## src/rtl/sqch_pkg.sv

```systemverilog
// Shared types, constants and helper functions for the square channel with sweep.
// Used by square_channel_with_sweep and its testbench; depends on nothing else.
package sqch_pkg;

   localparam int unsigned PERIOD_W    = 11;
   localparam int unsigned COUNTDOWN_W = 14;
   localparam int unsigned LENGTH_W    = 7;
   localparam int unsigned CSR_ADDR_W  = 5;
   localparam int unsigned CSR_DATA_W  = 32;

   localparam logic [3:0]          SWEEP_RELOAD = 4'd8;
   localparam logic [LENGTH_W-1:0] LENGTH_FULL  = 7'd64;

   typedef enum logic [1:0] {
      OP_TICK    = 2'd0,
      OP_FRAME   = 2'd1,
      OP_TRIGGER = 2'd2,
      OP_LENGTH  = 2'd3
   } op_type;

   typedef enum logic [2:0] {
      CSR_SWEEP    = 3'd0,
      CSR_DUTY     = 3'd1,
      CSR_ENVELOPE = 3'd2,
      CSR_PERIOD   = 3'd3,
      CSR_LEN_EN   = 3'd4
   } csr_index_type;

   typedef struct packed {
      logic [PERIOD_W-1:0] current_period;
      logic                channel_on;
      logic [3:0]          sample;
   } rsp_payload_type;

   // Bit n of a row is the waveform level at duty position n.
   localparam logic [7:0] DUTY_PATTERN [4] = '{
      8'b1000_0000,
      8'b1000_0001,
      8'b1110_0001,
      8'b0111_1110
   };

   function automatic logic [COUNTDOWN_W-1:0] reload_value(input logic [PERIOD_W-1:0] period);
      logic [PERIOD_W:0] span;
      span = 12'd2048 - {1'b0, period};
      reload_value = {span, 2'b00};
   endfunction

   // Bit 11 of the result set means the sum went past the 11-bit range.
   function automatic logic [PERIOD_W:0] sweep_sum(input logic [PERIOD_W-1:0] shadow,
                                                   input logic [6:0] ctrl);
      logic [PERIOD_W-1:0] offset;
      offset = shadow >> ctrl[2:0];
      if (ctrl[3]) begin
         sweep_sum = {1'b0, shadow} - {1'b0, offset};
      end else begin
         sweep_sum = {1'b0, shadow} + {1'b0, offset};
      end
   endfunction

endpackage

```

## src/rtl/square_channel_with_sweep.sv

```systemverilog
// Square channel with sweep: an accepted item's result is registered in the output
// register, or the skid entry if output is held. One item per cycle while the skid
// entry is empty; this two-entry output stage keeps input ready while one result waits.
// The channel state updates in one pass of shift, add and compare. Synchronous active-high
// reset clears all channel state, registers and output valid flags. Depends on sqch_pkg.
module square_channel_with_sweep
   import sqch_pkg::*;
(
   input  logic                  clock,
   input  logic                  reset,
   input  logic                  req_tvalid,
   output logic                  req_tready,
   // [2:0] frame_index, [8:3] length_data, [15:9] zero
   input  logic [15:0]           req_tdata,
   // [1:0] op
   input  logic [1:0]            req_tuser,
   output logic                  rsp_tvalid,
   input  logic                  rsp_tready,
   // [3:0] sample, [4] channel_on, [15:5] current_period
   output logic [15:0]           rsp_tdata,
   input  logic                  csr_psel,
   input  logic                  csr_penable,
   input  logic                  csr_pwrite,
   input  logic [CSR_ADDR_W-1:0] csr_paddr,
   input  logic [CSR_DATA_W-1:0] csr_pwdata,
   output logic [CSR_DATA_W-1:0] csr_prdata,
   output logic                  csr_pready
);

   logic [6:0]          sweep_ctrl_ff;
   logic [1:0]          duty_sel_ff;
   logic [7:0]          env_ctrl_ff;
   logic [PERIOD_W-1:0] period_set_ff, period_set_in;
   logic                len_en_ff;

   logic                   enabled_ff, enabled_in;
   logic [PERIOD_W-1:0]    active_ff, active_in;
   logic [COUNTDOWN_W-1:0] countdown_ff, countdown_in;
   logic [2:0]             duty_pos_ff, duty_pos_in;
   logic [1:0]             duty_lat_ff, duty_lat_in;
   logic [3:0]             volume_ff, volume_in;
   logic [2:0]             env_count_ff, env_count_in;
   logic                   sweep_act_ff, sweep_act_in;
   logic [3:0]             sweep_cnt_ff, sweep_cnt_in;
   logic [PERIOD_W-1:0]    shadow_ff, shadow_in;
   logic [LENGTH_W-1:0]    length_ff, length_in;

   logic            out_valid_ff, skid_valid_ff;
   rsp_payload_type out_data_ff, skid_data_ff, result;

   logic          req_accept, csr_write, take;
   csr_index_type csr_index;
   op_type        op;
   logic [2:0]    frame_index;
   logic [5:0]    length_data;
   logic          dac_on;

   assign op          = op_type'(req_tuser);
   assign frame_index = req_tdata[2:0];
   assign length_data = req_tdata[8:3];
   assign req_accept  = req_tvalid && req_tready;
   assign req_tready  = !skid_valid_ff;
   assign csr_pready  = 1'b1;
   assign csr_index   = csr_index_type'(csr_paddr[4:2]);
   assign csr_write   = csr_psel && csr_penable && csr_pwrite && csr_pready;
   assign dac_on      = env_ctrl_ff[7:3] != 5'd0;
   assign take        = out_valid_ff && rsp_tready;

   always_comb begin
      logic [2:0]          pace;
      logic [2:0]          shift;
      logic [2:0]          epace;
      logic [PERIOD_W:0]   nx;
      logic [PERIOD_W:0]   nx2;
      logic [COUNTDOWN_W-1:0] dec;
      pace  = sweep_ctrl_ff[6:4];
      shift = sweep_ctrl_ff[2:0];
      epace = env_ctrl_ff[2:0];
      nx    = '0;
      nx2   = '0;
      dec   = countdown_ff - 14'd1;
      enabled_in    = enabled_ff;
      active_in     = active_ff;
      countdown_in  = countdown_ff;
      duty_pos_in   = duty_pos_ff;
      duty_lat_in   = duty_lat_ff;
      volume_in     = volume_ff;
      env_count_in  = env_count_ff;
      sweep_act_in  = sweep_act_ff;
      sweep_cnt_in  = sweep_cnt_ff;
      shadow_in     = shadow_ff;
      length_in     = length_ff;
      period_set_in = period_set_ff;
      case (op)
         OP_TICK: begin
            if (enabled_ff && dac_on) begin
               countdown_in = dec;
               if (dec == '0) begin
                  active_in    = period_set_ff;
                  countdown_in = reload_value(period_set_ff);
                  duty_pos_in  = duty_pos_ff + 3'd1;
               end
            end
         end
         OP_FRAME: begin
            if (!frame_index[0] && len_en_ff && length_ff != '0) begin
               length_in = length_ff - 7'd1;
               if (length_in == '0) begin
                  enabled_in = 1'b0;
               end
            end
            if (enabled_in && (frame_index == 3'd2 || frame_index == 3'd6)) begin
               if (sweep_cnt_ff != 4'd0) begin
                  sweep_cnt_in = sweep_cnt_ff - 4'd1;
               end
               if (sweep_cnt_in == 4'd0) begin
                  sweep_cnt_in = (pace != 3'd0) ? {1'b0, pace} : SWEEP_RELOAD;
                  if (sweep_act_ff && pace != 3'd0) begin
                     nx = sweep_sum(shadow_ff, sweep_ctrl_ff);
                     if (nx[PERIOD_W]) begin
                        enabled_in = 1'b0;
                     end else if (shift != 3'd0) begin
                        shadow_in     = nx[PERIOD_W-1:0];
                        active_in     = nx[PERIOD_W-1:0];
                        period_set_in = nx[PERIOD_W-1:0];
                        nx2 = sweep_sum(nx[PERIOD_W-1:0], sweep_ctrl_ff);
                        if (nx2[PERIOD_W]) begin
                           enabled_in = 1'b0;
                        end
                     end
                  end
               end
            end
            if (enabled_in && frame_index == 3'd7 && epace != 3'd0) begin
               env_count_in = env_count_ff + 3'd1;
               if (env_count_in >= epace) begin
                  env_count_in = 3'd0;
                  if (env_ctrl_ff[3] && volume_ff != 4'hF) begin
                     volume_in = volume_ff + 4'd1;
                  end else if (!env_ctrl_ff[3] && volume_ff != 4'd0) begin
                     volume_in = volume_ff - 4'd1;
                  end
               end
            end
         end
         OP_TRIGGER: begin
            enabled_in   = dac_on;
            active_in    = period_set_ff;
            volume_in    = env_ctrl_ff[7:4];
            duty_lat_in  = duty_sel_ff;
            duty_pos_in  = 3'd0;
            countdown_in = reload_value(period_set_ff);
            if (length_ff == '0) begin
               length_in = LENGTH_FULL;
            end
            env_count_in = 3'd0;
            shadow_in    = period_set_ff;
            sweep_cnt_in = (pace != 3'd0) ? {1'b0, pace} : SWEEP_RELOAD;
            sweep_act_in = (pace != 3'd0) || (shift != 3'd0);
            if (shift != 3'd0) begin
               nx = sweep_sum(period_set_ff, sweep_ctrl_ff);
               if (nx[PERIOD_W]) begin
                  enabled_in = 1'b0;
               end
            end
         end
         OP_LENGTH: begin
            length_in = LENGTH_FULL - {1'b0, length_data};
         end
         default: begin
            length_in = length_ff;
         end
      endcase
      result.sample = (enabled_in && dac_on && DUTY_PATTERN[duty_lat_in][duty_pos_in])
                      ? volume_in : 4'd0;
      result.channel_on     = enabled_in;
      result.current_period = active_in;
   end

   always_comb begin
      case (csr_index)
         CSR_SWEEP:    csr_prdata = {25'd0, sweep_ctrl_ff};
         CSR_DUTY:     csr_prdata = {30'd0, duty_sel_ff};
         CSR_ENVELOPE: csr_prdata = {24'd0, env_ctrl_ff};
         CSR_PERIOD:   csr_prdata = {21'd0, period_set_ff};
         CSR_LEN_EN:   csr_prdata = {31'd0, len_en_ff};
         default:      csr_prdata = '0;
      endcase
   end

   always_ff @(posedge clock) begin
      if (reset) begin
         sweep_ctrl_ff <= '0;
         duty_sel_ff   <= '0;
         env_ctrl_ff   <= '0;
         period_set_ff <= '0;
         len_en_ff     <= 1'b0;
         enabled_ff    <= 1'b0;
         active_ff     <= '0;
         countdown_ff  <= '0;
         duty_pos_ff   <= '0;
         duty_lat_ff   <= '0;
         volume_ff     <= '0;
         env_count_ff  <= '0;
         sweep_act_ff  <= 1'b0;
         sweep_cnt_ff  <= '0;
         shadow_ff     <= '0;
         length_ff     <= '0;
         out_valid_ff  <= 1'b0;
         skid_valid_ff <= 1'b0;
      end else begin
         if (req_accept) begin
            enabled_ff    <= enabled_in;
            active_ff     <= active_in;
            countdown_ff  <= countdown_in;
            duty_pos_ff   <= duty_pos_in;
            duty_lat_ff   <= duty_lat_in;
            volume_ff     <= volume_in;
            env_count_ff  <= env_count_in;
            sweep_act_ff  <= sweep_act_in;
            sweep_cnt_ff  <= sweep_cnt_in;
            shadow_ff     <= shadow_in;
            length_ff     <= length_in;
         end
         if (csr_write && csr_index == CSR_PERIOD) begin
            period_set_ff <= csr_pwdata[PERIOD_W-1:0];
         end else if (req_accept) begin
            period_set_ff <= period_set_in;
         end
         if (csr_write) begin
            case (csr_index)
               CSR_SWEEP:    sweep_ctrl_ff <= csr_pwdata[6:0];
               CSR_DUTY:     duty_sel_ff   <= csr_pwdata[1:0];
               CSR_ENVELOPE: env_ctrl_ff   <= csr_pwdata[7:0];
               CSR_LEN_EN:   len_en_ff     <= csr_pwdata[0];
               default:      len_en_ff     <= len_en_ff;
            endcase
         end
         if (take || !out_valid_ff) begin
            if (skid_valid_ff) begin
               out_valid_ff  <= 1'b1;
               skid_valid_ff <= req_accept;
            end else begin
               out_valid_ff <= req_accept;
            end
         end else if (req_accept) begin
            skid_valid_ff <= 1'b1;
         end
      end
   end

   always_ff @(posedge clock) begin
      if (take || !out_valid_ff) begin
         if (skid_valid_ff) begin
            out_data_ff  <= skid_data_ff;
            skid_data_ff <= result;
         end else begin
            out_data_ff <= result;
         end
      end else if (req_accept) begin
         skid_data_ff <= result;
      end
   end

   assign rsp_tvalid = out_valid_ff;
   assign rsp_tdata  = out_data_ff;

   a_skid_needs_out: assert property (@(posedge clock) disable iff (reset)
      skid_valid_ff |-> out_valid_ff)
      else $error("skid entry held while output register is empty");

   a_accept_gives_result: assert property (@(posedge clock) disable iff (reset)
      req_accept |=> rsp_tvalid)
      else $error("accepted item produced no result");

   a_off_is_silent: assert property (@(posedge clock) disable iff (reset)
      (rsp_tvalid && !rsp_tdata[4]) |-> (rsp_tdata[3:0] == 4'd0))
      else $error("disabled channel produced a nonzero sample");

   a_reset_clears: assert property (@(posedge clock)
      $past(reset) |-> (!enabled_ff && !out_valid_ff && !skid_valid_ff))
      else $error("reset did not clear channel control state");

endmodule

```

## config.mk

```make
export PLATFORM = sky130hd
export DESIGN_NAME = square_channel_with_sweep
export DESIGN_NICKNAME = d
export VERILOG_FILES = /design/src/rtl/sqch_pkg.sv /design/src/rtl/square_channel_with_sweep.sv
export SDC_FILE = /design/constraint.sdc
export NUM_CORES = 1
export LEC_CHECK = 0
export BUFFER_PORTS_ARGS = -buffer_cell sky130_fd_sc_hd__clkbuf_2
export CAP_MARGIN = 20
export CORE_UTILIZATION = 65
export DETAILED_ROUTE_END_ITERATION = 12
export GPL_ROUTABILITY_DRIVEN = 0
export PLACE_DENSITY = 0.87
export REMOVE_ABC_BUFFERS = 1
export SLEW_MARGIN = 0
export SYNTH_ARGS = -nofsm -noshare
export SYNTH_HDL_FRONTEND = slang
export SYNTH_SLANG_ARGS = --single-unit
```

## constraint.sdc

```tcl
create_clock -name clock -period 13.3 [get_ports clock]
set_clock_uncertainty 0.15 [all_clocks]
set_input_delay 0.665 -clock clock [delete_from_list [all_inputs] [get_ports clock]]
set_output_delay 0.665 -clock clock [all_outputs]
set_load 0.005 [all_outputs]
```

# Yosys cells after proc, flatten, opt, wreduce, memory -nomap -nowiden
# Cells that the tools add are included.
# W data, S select, Z words.
[word_totals]
latch_bits = 0
register_bits = 124
mem_bits_rw = 0
mem_count = 0
inputBits = 62
romBits = 0
word_cells = 211
[op_classes]
n_reduce_logical = 58
multipliers = 0
eq_ne = 22
div = 0
mux = 85
n_lt_le_gt_ge = 3
bitwise_logic = 1
n_addsub = 15
n_shift = 3
[op_table]
columns = ["operator", "count"]
rows = [
  ["$mux W12", 15],
  ["$mux W11", 15],
  ["$mux W16", 4],
  ["$pmux W11 S5", 1],
  ["$mux W4", 11],
  ["$add A11 B11 Y12", 3],
  ["$sub A11 B11 Y12", 3],
  ["$pmux W11 S3", 1],
  ["$shr A11 B3 Y11", 3],
  ["$mux W14", 2],
  ["$pmux W14 S2", 1],
  ["$pmux W11 S2", 1],
  ["$pmux W7 S3", 1],
  ["$ne A2 B2 Y1 const B", 10],
  ["$reduce_bool A2 Y1", 9],
  ["$mux W1", 17],
  ["$bmux W8 S2", 1],
  ["$logic_and A1 B1 Y1", 16],
  ["$mux W8", 2],
  ["$pmux W4 S2", 2],
  ["$logic_not A14 Y1", 1],
  ["$logic_not A7 Y1", 2],
  ["$mux W7", 2],
  ["$reduce_and A7 Y1", 2],
  ["35 further kinds", 62],
]

# Longest topological paths before layout
# Gate-level depths: netlist of run 1.
[depth]
ltp_word = 35
depth_mapped = 35

# Least setup slack after synthesis of run 1
# No wires, ideal clock.
[synth_timing]
path_kind = "reg2reg"
start = "reg sweep_ctrl_ff[0]"
end = "reg out_data_ff (netlist bit rsp_tdata[4]) (data pin)"
stages_incl_launch_ff = 35
slack_ps = 5844
path_buffers = 3
setup_ps = 272
arrival_ps = 7034
required_time_ps = 12878
synth_period_minus_slack_ps = 7456
cell_sequence = "dfxtp_1 clkbuf_1 buf_2 mux4_2 mux2i_1 ha_1 and3_1 and3_1 and2_1 a21oi_1 o32a_1 ha_1 buf_2 nor2b_1 o2bb2ai_1 a41oi_2 nand2_2 mux4_2 mux2i_4 ha_1 nor4bb_1 nor2b_1 nor2_1 xnor2_1 ha_1 a21o_1 a21o_1 a21oi_1 o21ai_0 a221oi_1 a21oi_1 nand3b_1 nand4_1 a311oi_4 o31ai_1"
[synth_via]
elab_chain_len = 25
[synth_lines]
columns = ["element", "line_no", "source"]
rows = [
  ["start, declared", "square_channel_with_sweep.sv:30", "logic [6:0] sweep_ctrl_ff;"],
  ["start signal, assigned", "square_channel_with_sweep.sv:232", "CSR_SWEEP: sweep_ctrl_ff <= csr_pwdata[6:0];"],
  ["$shr A11 B3 Y11", "sqch_pkg.sv:53", "offset = shadow >> ctrl[2:0];"],
  ["$add A11 B11 Y12 / $sub A11 B11 Y12 (equally long branches)", "sqch_pkg.sv:57, sqch_pkg.sv:55", ""],
  ["$mux W12", "sqch_pkg.sv:54", "if (ctrl[3]) begin"],
  ["$mux W12", "square_channel_with_sweep.sv:118", "if (sweep_act_ff && pace != 3'd0) begin"],
  ["$mux W12", "square_channel_with_sweep.sv:116", "if (sweep_cnt_in == 4'd0) begin"],
  ["$mux W12", "square_channel_with_sweep.sv:112", "if (enabled_in && (frame_index == 3'd2 || frame_index == 3'd6)) begin"],
  ["$mux W12", "square_channel_with_sweep.sv:94", "case (op)"],
  ["$shr A11 B3 Y11", "sqch_pkg.sv:53", ""],
  ["(+9 left out)", "-", ""],
  ["$mux W1", "square_channel_with_sweep.sv:122", "end else if (shift != 3'd0) begin"],
  ["$mux W1", "square_channel_with_sweep.sv:120", "if (nx[PERIOD_W]) begin"],
  ["$mux W1", "square_channel_with_sweep.sv:118", ""],
  ["$mux W1", "square_channel_with_sweep.sv:116", ""],
  ["$mux W1", "square_channel_with_sweep.sv:112", ""],
  ["$mux W1", "square_channel_with_sweep.sv:94", ""],
  ["$pmux W1 S2 *", "square_channel_with_sweep.sv:94", ""],
  ["$mux W16 *", "square_channel_with_sweep.sv:254", "if (skid_valid_ff) begin"],
  ["end signal, assigned", "square_channel_with_sweep.sv:255", "out_data_ff <= skid_data_ff;"],
  ["end signal, assigned", "square_channel_with_sweep.sv:258", "out_data_ff <= result;"],
  ["end, declared", "square_channel_with_sweep.sv:49", "rsp_payload_type out_data_ff, skid_data_ff, result;"],
]
# Every way passes the cells marked *; elsewhere a longest branch is shown, timed or not. The select of a mux whose other input is x is not followed.
# A chain may end at the register's enable or synchronous reset.

# Final worst setup path of run 1
[layout_timing]
start = "reg sweep_ctrl_ff[0]"
end = "reg out_data_ff (netlist bit rsp_tdata[0]) (data pin)"
[layout_via]
elab_chain_len = 29
[layout_lines]
columns = ["element", "line_no", "source"]
rows = [
  ["$shr A11 B3 Y11", "sqch_pkg.sv:53", ""],
  ["$add A11 B11 Y12 / $sub A11 B11 Y12 (equally long branches)", "sqch_pkg.sv:57, sqch_pkg.sv:55", ""],
  ["$mux W12", "sqch_pkg.sv:54", ""],
  ["$mux W12", "square_channel_with_sweep.sv:118", ""],
  ["$mux W12", "square_channel_with_sweep.sv:116", ""],
  ["$mux W12", "square_channel_with_sweep.sv:112", ""],
  ["$mux W12", "square_channel_with_sweep.sv:94", ""],
  ["$shr A11 B3 Y11", "sqch_pkg.sv:53", ""],
  ["(+12 left out)", "-", ""],
  ["$mux W1", "square_channel_with_sweep.sv:116", ""],
  ["$mux W1", "square_channel_with_sweep.sv:112", ""],
  ["$mux W1", "square_channel_with_sweep.sv:94", ""],
  ["$logic_and A1 B1 Y1 (2 in series)", "square_channel_with_sweep.sv:134", "if (enabled_in && frame_index == 3'd7 && epace != 3'd0) begin"],
  ["$mux W4", "square_channel_with_sweep.sv:134", ""],
  ["$pmux W4 S2", "square_channel_with_sweep.sv:94", ""],
  ["$mux W4 *", "square_channel_with_sweep.sv:175", "? volume_in : 4'd0;"],
  ["$mux W16 *", "square_channel_with_sweep.sv:254", ""],
]
# Marked as above.

==> key figures, run 1 <==
Critical path
  – Nature of the critical path endpoint: flip-flop
  – Data required time of the worst path: 13.31 ns
  – Largest stage delay, worst path: 0.66 ns
  – Critical path's slowest cell: nor2b_1
  – Worst setup endpoint: rsp_tdata[0]
  – R2R Path Start: sweep_ctrl_ff[0]
  – RR Endpoint: rsp_tdata[0]
  – Reg2Reg Depth: 30
  – CP startpoint kind: flip-flop
  – R2R Setup Slk: approximately 4.6 ns
  – Crit path max fanout: 33
  – Crit path DAT: 8.67 ns
  – Critical path origin: sweep_ctrl_ff[0]
  – Setup Crit Path Kind: reg2reg
  – Critical path's most frequent cell: a21oi_1

Final layout
  – Most frequent cells in the layout: 178 x nor2_1, 121 x nand2_1, 114 x a21oi_1, 91 x dfxtp_1, 85 x o21ai_0
  – Synth-to-layout area growth: 7.86%
  – Area of the multi-input gates: between 7000 and 8000 sq um
  – Fin cells: 1,582
  – Commonest non-fill, non-tap cell in the layout: nor2_1
  – Finished layout cell area: about 11,000 sq um
  – Register area: 2800 sq um
  – Final layout net count: approximately 1,500
  – Diodes inserted: 0
  – Fillers: about 1,200
  – Layout cells sized above 1: 12.8%

Clock tree
  – Clock Tree Root: clkbuf_16
  – Clk slew on worst S/H paths: 0.07 ns
  – CTS tree: yes
  – Hold_buf cts: 0
  – Clock Sinks: about 120
  – H-Tree Depth: 4
  – Cts bufs inserted: 17
  – CTS-repair resized insts: 0
  – Worst-Skew Late Latency: 0.44 ns
  – Total setup buffers inserted after CTS: 0
  – Longest Clk Path Bufs: 2

Route
  – Initial drt markers: 1,168
  – DR pass1 iterations: 7
  – Via count: 10,600
  – DRC: 0
  – DRT antenna net count: 0
  – Wire per inst: ~19 um
  – WL final: 29,600 um
  – Vias/cell: around 6.7

STA
  – Final period utilization: 65.1%
  – Tmin final: roughly 8.7 ns
  – Setup Total Neg Slack: 0 ns
  – Final Hold Viols: 0
  – RSZ-0062 raised after global routing: false
  – Slew margin rel.: 24.7%
  – Setup violators final: 0
  – Slew Limit Fails: 0
  – Slew @ Worst Pin: 1.12 ns
  – Fmax: 115 MHz

GRT
  – Number of global-route vias before repair: 9,639
  – Total Routing Usage GR: roughly 36%
  – Largest net degree at the start of global routing: 93
  – First-pass GRT wire length: roughly 48,000 um
  – GRT Residual Overflow: 0
  – Initial antenna violation count: 0

Synth
  – Number of synthesis warnings: 0
  – Yosys reg bits: 124
  – Seq/Total Area, Yosys: 26.5%
  – Post-synthesis cell area: 10,600 sq um
  – Share of synthesized registers carrying an async set or reset: 0%
  – Post-synth EDFFs: 32
  – Cell variety after synth: 92
  – Area contributors post-synth: dfxtp_1 17%, edfxtp_1 9.1%, nor2_1 6.3%
  – Gate Count Post-Synth: 1,351
  – Syn avg cell area: roughly 7.8 sq um
  – Ys flop type: dfxtp_1
  – Post-synth top area cell: dfxtp_1
  – Top cell type's share of synthesized area: 17.4%

Die
  – Die width: 130 um
  – Core area: around 16,000 sq um
  – # IOs: between 100 and 150
  – Die Y: around 130 um
  – Initial core utilization: between 60% and 70%
  – Std cell rows: 46
  – Die area: approximately 17,000 sq um

Hold path
  – Hold Crit Class: reg2reg

Power and ir drop
  – LEAKAGE: roughly 4.6 nW
  – Pwr Density: 121 nW/um^2
  – Tot Pwr: 1.39 mW
  – VDD IR max: 0.116 mV

Placed design
  – I/O Buffers: 60
  – Post-Place Cells: 1,550
  – Post-DP Area: about 11,000 sq um
  – Post-DP HPWL: 20,100 um

Job
  – Max Cap Viol: 0

Run status
  – Outcome: completed
worst min path at each step:
stage | slack (ns) | cells after the start | to | start
final | 0.31 | 2 | duty_lat_ff[0] | duty_lat_ff[0]
after global routing | 0.34 | 2 | duty_lat_ff[0] | duty_lat_ff[0]
after CTS | 0.31 | 2 | duty_lat_ff[0] | duty_lat_ff[0]
after detailed placement | 0.30 | 2 | duty_lat_ff[0] | duty_lat_ff[0]
after global placement | 0.29 | 2 | duty_lat_ff[1] | duty_lat_ff[1]
after floorplan | 0.28 | 2 | duty_lat_ff[0] | duty_lat_ff[0]
flip-flops by register name (all words and copies together) (netlist names), 2 cells and up:
register       count
period_set_ff     11
rsp_tdata         16
active_ff         11
skid_data_ff      16
sweep_ctrl_ff      7
volume_ff          4
env_ctrl_ff        8
shadow_ff         11
countdown_ff      14
sweep_cnt_ff       4
duty_sel_ff        2
duty_lat_ff        2
length_ff          7
env_count_ff       3
duty_pos_ff        3
cells by family (layout without fill, tap and decap cells):
family | count (synthesis) | after routing | share of synthesized area, %
AOI/OAI and AO/OA | 396 | 396 | 24.8
muxes | 85 | 85 | 10.3
other | 2 | 22 | 0.0710
xor gates and xnor gates | 47 | 47 | 3.89
buffers and inverters | 161 | 156 | 6.73
adders and majority gates | 54 | 54 | 6.46
and+or+nand+nor | 482 | 482 | 21.3
DFF | 124 | 124 | 26.5
worst max-delay path, delay by kind of cell, from the launching register on:
family | cells | cell delay (ns)
compound gates | 15 | 3.25
simple gates | 10 | 2.73
fa+ha+maj | 2 | 0.85
buf+inv | 2 | 0.66
flops | 1 | 0.51
xor+xnor | 1 | 0.17
cell type report:
type | count | share of cell area [%]
clock buffers | 18 | 3.85
clock inverters | 14 | 1.32
inverters | 51 | 1.70
multi-input cells | 1086 | 62.7
flip-flops and latches | 124 | 24.6
well taps | 216 | 2.37
repair buffers | 73 | 3.49
synth_stat cells, drive strengths merged, types with 4 or more instances:
| cell | n |
|---|---|
| a31oi | 19 |
| xnor2 | 23 |
| a21oi | 117 |
| nor2 | 180 |
| o22ai | 8 |
| nor4 | 13 |
| or2 | 7 |
| mux4 | 16 |
| and4 | 4 |
| nor3 | 34 |
| o31ai | 8 |
| a211oi | 29 |
| clkbuf | 66 |
| or3 | 12 |
| inv | 49 |
| dfxtp | 92 |
| o211ai | 9 |
| o22a | 4 |
| mux2i | 50 |
| o21ai | 96 |
| and3 | 12 |
| nand2b | 12 |
| nand2 | 123 |
| a32oi | 4 |
| nand4 | 7 |
| nand3b | 6 |
| a221oi | 14 |
| nand3 | 32 |
| a22oi | 22 |
| a21o | 13 |
| a41oi | 4 |
| buf | 44 |
| nor3b | 9 |
| o41ai | 4 |
| xor2 | 24 |
| ha | 53 |
| edfxtp | 32 |
| nor2b | 12 |
| mux2 | 19 |
| and2 | 7 |
| or4 | 4 |
| a2111oi | 6 |
| o21a | 4 |
metal layers:
layer / share of wire (%) / track usage (%)
met5: 0 / 0
met4: 5.3 / 20.9
met2: 46 / 58.7
met3: 10 / 7.84
met1: 39 / 44.2
where the power goes:
part	switching [mW]	total [mW]	internal, mW
clock network	0.198	0.467	0.270
registers	0.0134	0.415	0.402
logic	0.317	0.503	0.187
stage by stage:
stage	setup WS, ns	util, %	hold slack [ns]
floorplan	5.25	-	0.278
detailed placement	4.95	68.1	0.302
global placement	5.14	68.1	0.290
CTS	4.92	71.8	0.311
finish	4.64	71.8	0.308
global route	4.24	71.8	0.336
No activity file was read; power rests on OpenSTA's default activity.
==> run 2: changes to the inputs <==
--- a/config.mk
+++ b/config.mk
@@ -7,10 +7,10 @@
 export LEC_CHECK = 0
 export BUFFER_PORTS_ARGS = -buffer_cell sky130_fd_sc_hd__clkbuf_2
 export CAP_MARGIN = 20
-export CORE_UTILIZATION = 65
+export CORE_UTILIZATION = 55
 export DETAILED_ROUTE_END_ITERATION = 12
 export GPL_ROUTABILITY_DRIVEN = 0
-export PLACE_DENSITY = 0.87
+export PLACE_DENSITY = 0.78
 export REMOVE_ABC_BUFFERS = 1
 export SLEW_MARGIN = 0
 export SYNTH_ARGS = -nofsm -noshare
==> constraint.sdc (replaced) <==
create_clock -name clock -period 7.6 [get_ports clock]
set_clock_uncertainty 0.15 [all_clocks]
set_input_delay 0.38 -clock clock [delete_from_list [all_inputs] [get_ports clock]]
set_output_delay 0.38 -clock clock [all_outputs]
set_load 0.005 [all_outputs]
==> run 2 against run 1 <==
  * Non-clock buffer count up 29
  * Count of clock-buffer cells in the layout down 1
  * Power up 82%
  * Wire length up 2.7%
  * First-iteration DRC count up 7.8%
  * Critical path type unchanged
  * Critical endpoint is now rsp_tdata[2]
  * Highest routed layer is now met5
==> key figures, run 2 (synthesis gave the netlist of run 1 again) <==
Power and ir drop
  – LEAKAGE: 4.77 nW (+3.9%)
  – Pwr Density: 212 nW/um^2 (+75%)
  – VDD IR max: 0.163 mV (+41%)

Placed design
  – Pre-CTS setup slack: -0.0983 ns (-5.04 ns)
  – I/O Buffers: 60 (unchanged)
  – Post-DP Area: 11,000 sq um (+1.5%)
  – Post-Place Cells: 1,586 (+2.3%)
  – Post-DP HPWL: 21,000 um (+4.3%)

Critical path
  – Critical path's slowest cell: mux4_2
  – Data required time of the worst path: 7.64 ns (-5.67 ns)
  – Largest stage delay, worst path: 0.56 ns (-0.10 ns)
  – Crit path DAT: 7.43 ns (-1.24 ns)
  – Setup Crit Path Kind: reg2reg
  – Critical path's most frequent cell: a21oi_2
  – Nature of the critical path endpoint: flip-flop
  – R2R Setup Slk: 0.21 ns (-4.43 ns)
  – Crit path max fanout: 6 (-82%)
  – CP startpoint kind: flip-flop

STA
  – Final period utilization: 97.2% (+32 points)
  – Crit path setup slack, layout: 0.213 ns (-4.43 ns)
  – Setup violators final: 0 (unchanged)
  – Tmin final: 7.39 ns (-1.27 ns)
  – Slew Limit Fails: 0 (unchanged)
  – Slew margin rel.: 26.1% (+1.4 points)
  – Fmax: 135 MHz (+17%)
  – Final Hold Viols: 0 (unchanged)
  – Slew @ Worst Pin: 1.11 ns (-0.0119 ns)
  – RSZ-0062 raised after global routing: true

GRT
  – First-pass GRT wire length: 48,000 um (+0.62%)
  – Number of global-route vias before repair: 9,425 (-2.2%)
  – Total Routing Usage GR: 30.3% (-5.8 points)
  – Initial antenna violation count: 1 (+1)
  – Largest net degree at the start of global routing: 93 (unchanged)
  – GRT Residual Overflow: 0 (unchanged)

Route
  – Wire per inst: 18.7 um (-0.25%)
  – Initial drt markers: 1,259 (+7.8%)
  – WL final: 30,500 um (+2.7%)
  – Via count: 10,600 (-0.62%)
  – DR pass1 iterations: 6 (-1)
  – DRT antenna net count: 0 (unchanged)
  – DRC: 0 (unchanged)
  – Vias/cell: 6.48 (-3.5%)

Final layout
  – Diodes inserted: 0 (unchanged)
  – Commonest non-fill, non-tap cell in the layout: nor2_1
  – Final layout net count: 1,498 (+2.0%)
  – Layout cells sized above 1: 17.0% (+4.2 points)
  – Fin cells: 1,629 (+3.0%)
  – Fillers: 1,573 (+28%)
  – Most frequent cells in the layout: 178 x nor2_1, 121 x nand2_1, 108 x a21oi_1, 90 x dfxtp_1, 84 x o21ai_0
  – Final core occ: 63.3% (-8.5 points)
  – Finished layout cell area: 11,900 sq um (+4.2%)
  – Synth-to-layout area growth: 12.4%

Die
  – Die area: 19,800 sq um (+18%)
  – Core area: 18,800 sq um (+18%)
  – # IOs: 113 (unchanged)
  – Die width: 141 um (+8.6%)
  – Die Y: 141 um (+8.6%)
  – Initial core utilization: 56.3% (-10 points)
  – Std cell rows: 50 (+8.7%)

Clock tree
  – CTS tree: yes
  – Longest Clk Path Bufs: 2 (unchanged)
  – Cts bufs inserted: 17 (unchanged)
  – Clock Tree Root: clkbuf_16
  – Clock Sinks: 124 (unchanged)
  – Worst-Skew Late Latency: 0.44 ns (about the same)
  – Hold_buf cts: 0 (unchanged)
  – H-Tree Depth: 4 (unchanged)
  – Clk slew on worst S/H paths: 0.07 ns (about the same)

Job
  – Max Cap Viol: 0 (unchanged)

Hold path
  – Hold Crit Class: in2reg

Run status
  – Outcome: completed
## run 2: final timing paths
path,startpoint,to,cells after the start
min,csr_pwdata[6],env_ctrl_ff[6],3
max reg2reg,sweep_ctrl_ff[0],rsp_tdata[2],32
min reg2reg,env_count_ff[1],env_count_ff[1],2
max,sweep_ctrl_ff[0],rsp_tdata[2],32
## run 2: cell type report
| class | count | area [sq um] | share of cell area, % |
|---|---|---|---|
| multi-input combinational | 1086 | 7330 | 61.7 |
| clock inverter | 15 | 171 | 1.44 |
| timing repair buffer | 102 | 657 | 5.53 |
| inverter | 51 | 198 | 1.66 |
| tap | 234 | 293 | 2.46 |
| sequential | 124 | 2810 | 23.6 |
| clock buffer | 17 | 425 | 3.58 |
## run 2: power breakdown
group	internal, mW	leakage, nW	switching (mW)	total, mW
Clock	0.444	0.294	0.380	0.824
Combinational	0.391	3.40	0.583	0.974
Sequential	0.702	1.08	0.0243	0.727
## run 2: metal layers
| metal | global-route usage [%] | vias up | wire length [um] |
|---|---|---|---|
| met2 | 50.0 | 567 | 14500 |
| met1 | 39.8 | 4920 | 12400 |
| met4 | 11.4 | 2 | 857 |
| met5 | 0 | - | 13 |
| met3 | 4.86 | 89 | 2620 |
| li1 | - | 4976 | - |
## run 2: timing repair
item	in CTS	in global routing
buffers inserted	1	9
gates cloned	0	1
pin swaps	1	19
setup endpoints to repair	10	11
resized for setup	1	45
## run 2: stage by stage
step,hold WS [ns],total power [mW],setup TNS (ns)
final,0.0752,2.53,0
after global routing,0.0875,2.64,-0.689
after CTS,0.0510,2.45,0
after detailed placement,0.306,1.62,-0.660
after global placement,0.290,1.60,0
after floorplan,0.278,1.36,-4.51
## run 2: critical path: cells and delay by family, from the launching register on
kind	cells	cell delay (ns)
fa+ha+maj	4	0.99
flops	1	0.41
simple gates	9	1.33
mux	4	1.42
buf+inv	1	0.22
compound gates	13	2.45
xor+xnor	1	0.15
==> run 3: changes to the inputs <==
--- a/config.mk
+++ b/config.mk
@@ -7,10 +7,10 @@
 export LEC_CHECK = 0
 export BUFFER_PORTS_ARGS = -buffer_cell sky130_fd_sc_hd__clkbuf_2
 export CAP_MARGIN = 20
-export CORE_UTILIZATION = 55
+export CORE_UTILIZATION = 61
 export DETAILED_ROUTE_END_ITERATION = 12
 export GPL_ROUTABILITY_DRIVEN = 0
-export PLACE_DENSITY = 0.78
+export PLACE_DENSITY = 0.82
 export REMOVE_ABC_BUFFERS = 1
 export SLEW_MARGIN = 0
 export SYNTH_ARGS = -nofsm -noshare
==> constraint.sdc (replaced) <==
create_clock -name clock -period 7.9 [get_ports clock]
set_clock_uncertainty 0.15 [all_clocks]
set_input_delay 0.395 -clock clock [delete_from_list [all_inputs] [get_ports clock]]
set_output_delay 0.395 -clock clock [all_outputs]
set_load 0.005 [all_outputs]
==> run 3 against run 2 <==
  * Wire length up 1.6%
  * Global-route usage rose by 4.0 points
  * Highest routed layer is now met4
  * Sequential power is 3.9% lower
  * Critical path type unchanged
  * Critical path depth unchanged
  * Critical endpoint is now rsp_tdata[1]
  * Sequential share of layout area increased by 0.075 points
  * Die area is 9.7% lower
  * Maximum frequency shrank 4.9%
  * Largest cell class unchanged
  * Via count grew 1.9%
==> key figures, run 3 (synthesis gave the netlist of run 1 again) <==
Run status
  – Outcome: completed

Route
  – WL final: 30,900 um (+1.6%)
  – DR WL met3: 3130 um (+19%)
  – DR top layer: met4
  – Routed wl met2: 14,500 um (-0.39%)
  – Via count: 10,800 (+1.9%)
  – DRT antenna net count: 0 (unchanged)
  – DRC: 0 (unchanged)
  – Vias/cell: 6.69 (+3.2%)
  – Initial drt markers: 1,262 (+0.24%)
  – Met1 wire length: 12,000 um (-3.5%)
  – DR pass1 iterations: 7 (+1)
  – Wire per inst: 19.2 um (+3.0%)

STA
  – Fmax: 129 MHz (-4.9%)
  – Tmin final: 7.77 ns (+0.383 ns)
  – Slew Limit Fails: 0 (unchanged)
  – Final Hold Viols: 0 (unchanged)
  – Slew margin rel.: 27.4% (+1.3 points)
  – Slew @ Worst Pin: 1.09 ns (-0.0199 ns)
  – Setup violators final: 0 (unchanged)
  – Final period utilization: 98.4% (+1.2 points)

Clock tree
  – CTS tree: yes
  – Cts bufs inserted: 17 (unchanged)
  – Hold_buf cts: 0 (unchanged)
  – Longest Clk Path Bufs: 2 (unchanged)
  – H-Tree Depth: 4 (unchanged)
  – Clock Tree Root: clkbuf_16
  – Clock Sinks: 124 (unchanged)
  – Clk slew on worst S/H paths: 0.07 ns (about the same)
  – Worst-Skew Late Latency: 0.44 ns (about the same)

Die
  – Std cell rows: 47 (-6.0%)
  – Die width: 134 um (-5.0%)
  – Die area: 17,900 sq um (-9.7%)
  – Core area: 16,800 sq um (-11%)
  – Die Y: 134 um (-5.0%)
  – # IOs: 113 (unchanged)
  – Initial core utilization: 63.1% (+6.8 points)

Power and ir drop
  – Clock power share: 33.1% (+0.5 points)
  – LEAKAGE: 4.75 nW (-0.34%)
  – Seq pwr share: 28.0% (-0.8 points)
  – Pwr Density: 211 nW/um^2 (-0.79%)
  – Logic pwr share: 38.9% (+0.3 points)
  – VDD IR max: 0.181 mV (+11%)
  – Internal Power: 1.56 mW (+1.7%)
  – Net Switching: 934 uW (-5.5%)
  – Sw frac: 37.4% (-1.7 points)

GRT
  – First-pass GRT wire length: 49,100 um (+2.4%)
  – Total Routing Usage GR: 34.3% (+4.0 points)
  – Initial antenna violation count: 0 (-1)
  – GRT Residual Overflow: 0 (unchanged)
  – Largest net degree at the start of global routing: 93 (unchanged)
  – Number of global-route vias before repair: 9,813 (+4.1%)

Critical path
  – R2R Setup Slk: 0.13 ns (-0.08 ns)
  – Critical path's most frequent cell: a21oi_2
  – Data required time of the worst path: 7.93 ns (+0.29 ns)
  – CP startpoint kind: flip-flop
  – Nature of the critical path endpoint: flip-flop
  – Critical path's slowest cell: mux4_2
  – Reg2Reg Depth: 32 (unchanged)
  – Crit path DAT: 7.80 ns (+0.37 ns)
  – Crit path max fanout: 8 (+2)
  – RR Endpoint: rsp_tdata[1]
  – R2R Path Start: sweep_ctrl_ff[0]
  – Critical path origin: sweep_ctrl_ff[0]
  – Largest stage delay, worst path: 0.57 ns (about the same)
  – Setup Crit Path Kind: reg2reg
  – Worst setup endpoint: rsp_tdata[1]

Hold path
  – Hold Crit Class: in2reg
  – Hold Path Origin: csr_pwdata[9]

Final layout
  – Diodes inserted: 0 (unchanged)
  – Final layout net count: 1,491 (-0.47%)
  – Synth-to-layout area growth: 12.0%
  – Commonest non-fill, non-tap cell in the layout: nor2_1
  – Area of the multi-input gates: 7340 sq um (about the same)
  – Most frequent cells in the layout: 177 x nor2_1, 121 x nand2_1, 109 x a21oi_1, 90 x dfxtp_1, 84 x o21ai_0
  – Layout cells sized above 1: 16.6% (-0.42 points)
  – Finished layout cell area: 11,800 sq um (-0.32%)
  – Fillers: 1,271 (-19%)
  – Register area: 2810 sq um (unchanged)
  – Final core occ: 70.7% (+7.4 points)

Placed design
  – Post-DP Area: 10,900 sq um (-0.78%)
  – Post-DP HPWL: 21,000 um (+0.17%)
  – I/O Buffers: 60 (unchanged)

Job
  – Max Cap Viol: 0 (unchanged)
==> run 3: cell count changes in the layout (fill, tap and decap cells not counted), moves of 2 or more <==
cell	before	now
a2bb2oi_1	0	2
clkinv_4	0	4
buf_4	38	30
bufinv_16	0	2
clkinv_8	4	0
mux2i_2	0	2
inv_8	5	2
a2bb2oi_2	2	0
==> run 3: power groups by stage <==
| stage | clock (mW) | combinational (mW) | sequential [mW] |
|---|---|---|---|
| after floorplan | 0 | 0.603 | 0.707 |
| after global placement | 0 | 0.807 | 0.711 |
| after detailed placement | 0 | 0.822 | 0.712 |
| after CTS | 0.828 | 0.832 | 0.699 |
| after global routing | 0.859 | 1.05 | 0.702 |
| final | 0.827 | 0.971 | 0.699 |
==> run 3: layer usage <==
layer	vias to the layer above	track usage, %
li1	4969	-
met1	4993	43.7
met2	646	54.9
met3	143	7.15
met4	0	17.0
met5	-	0
==> run 3: repair_timing <==
action	CTS	global route
endpoints found under the setup margin	3	11
resized for setup	1	45
cloned	0	1
buffers inserted	0	12
pin swaps	0	21
==> run 3: worst min-delay path by stage <==
stage,cells past startpoint,end,slack (ns)
global route,3,env_ctrl_ff[2],0.1
detailed placement,2,active_ff[5],0.31
floorplan,2,duty_lat_ff[0],0.28
global placement,2,duty_lat_ff[1],0.29
CTS,3,period_set_ff[9],0.08
finish,3,period_set_ff[9],0.09
==> run 3: area by class of cell <==
class,instances,area share (%)
Clock buffer,18,3.80
Multi-Input combinational cell,1086,61.9
Tap cell,220,2.32
Timing Repair Buffer,95,5.17
Clock inverter,14,1.44
Inverter,51,1.64
Sequential cell,124,23.7
==> run 3: worst max-delay path, delay by kind of cell, from the launching register on <==
kind | cells | cell delay [ns]
xor gates and xnor gates | 1 | 0.16
buffers and inverters | 3 | 0.56
and+or+nand+nor | 10 | 2.00
DFF | 1 | 0.44
adders and majority gates | 3 | 0.85
muxes | 2 | 0.77
AOI/OAI and AO/OA | 13 | 2.57
==> run 3: through the flow <==
stage | std cells | setup WS [ns] | setup TNS, ns | total power [mW] | hold slack [ns]
detailed placement | 1563 | 0.0503 | 0 | 1.53 | 0.312
floorplan | 1261 | -0.150 | -1.40 | 1.31 | 0.278
CTS | 1595 | 0.0140 | 0 | 2.36 | 0.0846
finish | 1608 | 0.130 | 0 | 2.50 | 0.0869
global route | 1608 | -0.173 | -1.39 | 2.61 | 0.0966
global placement | 1563 | 0.194 | 0 | 1.52 | 0.291
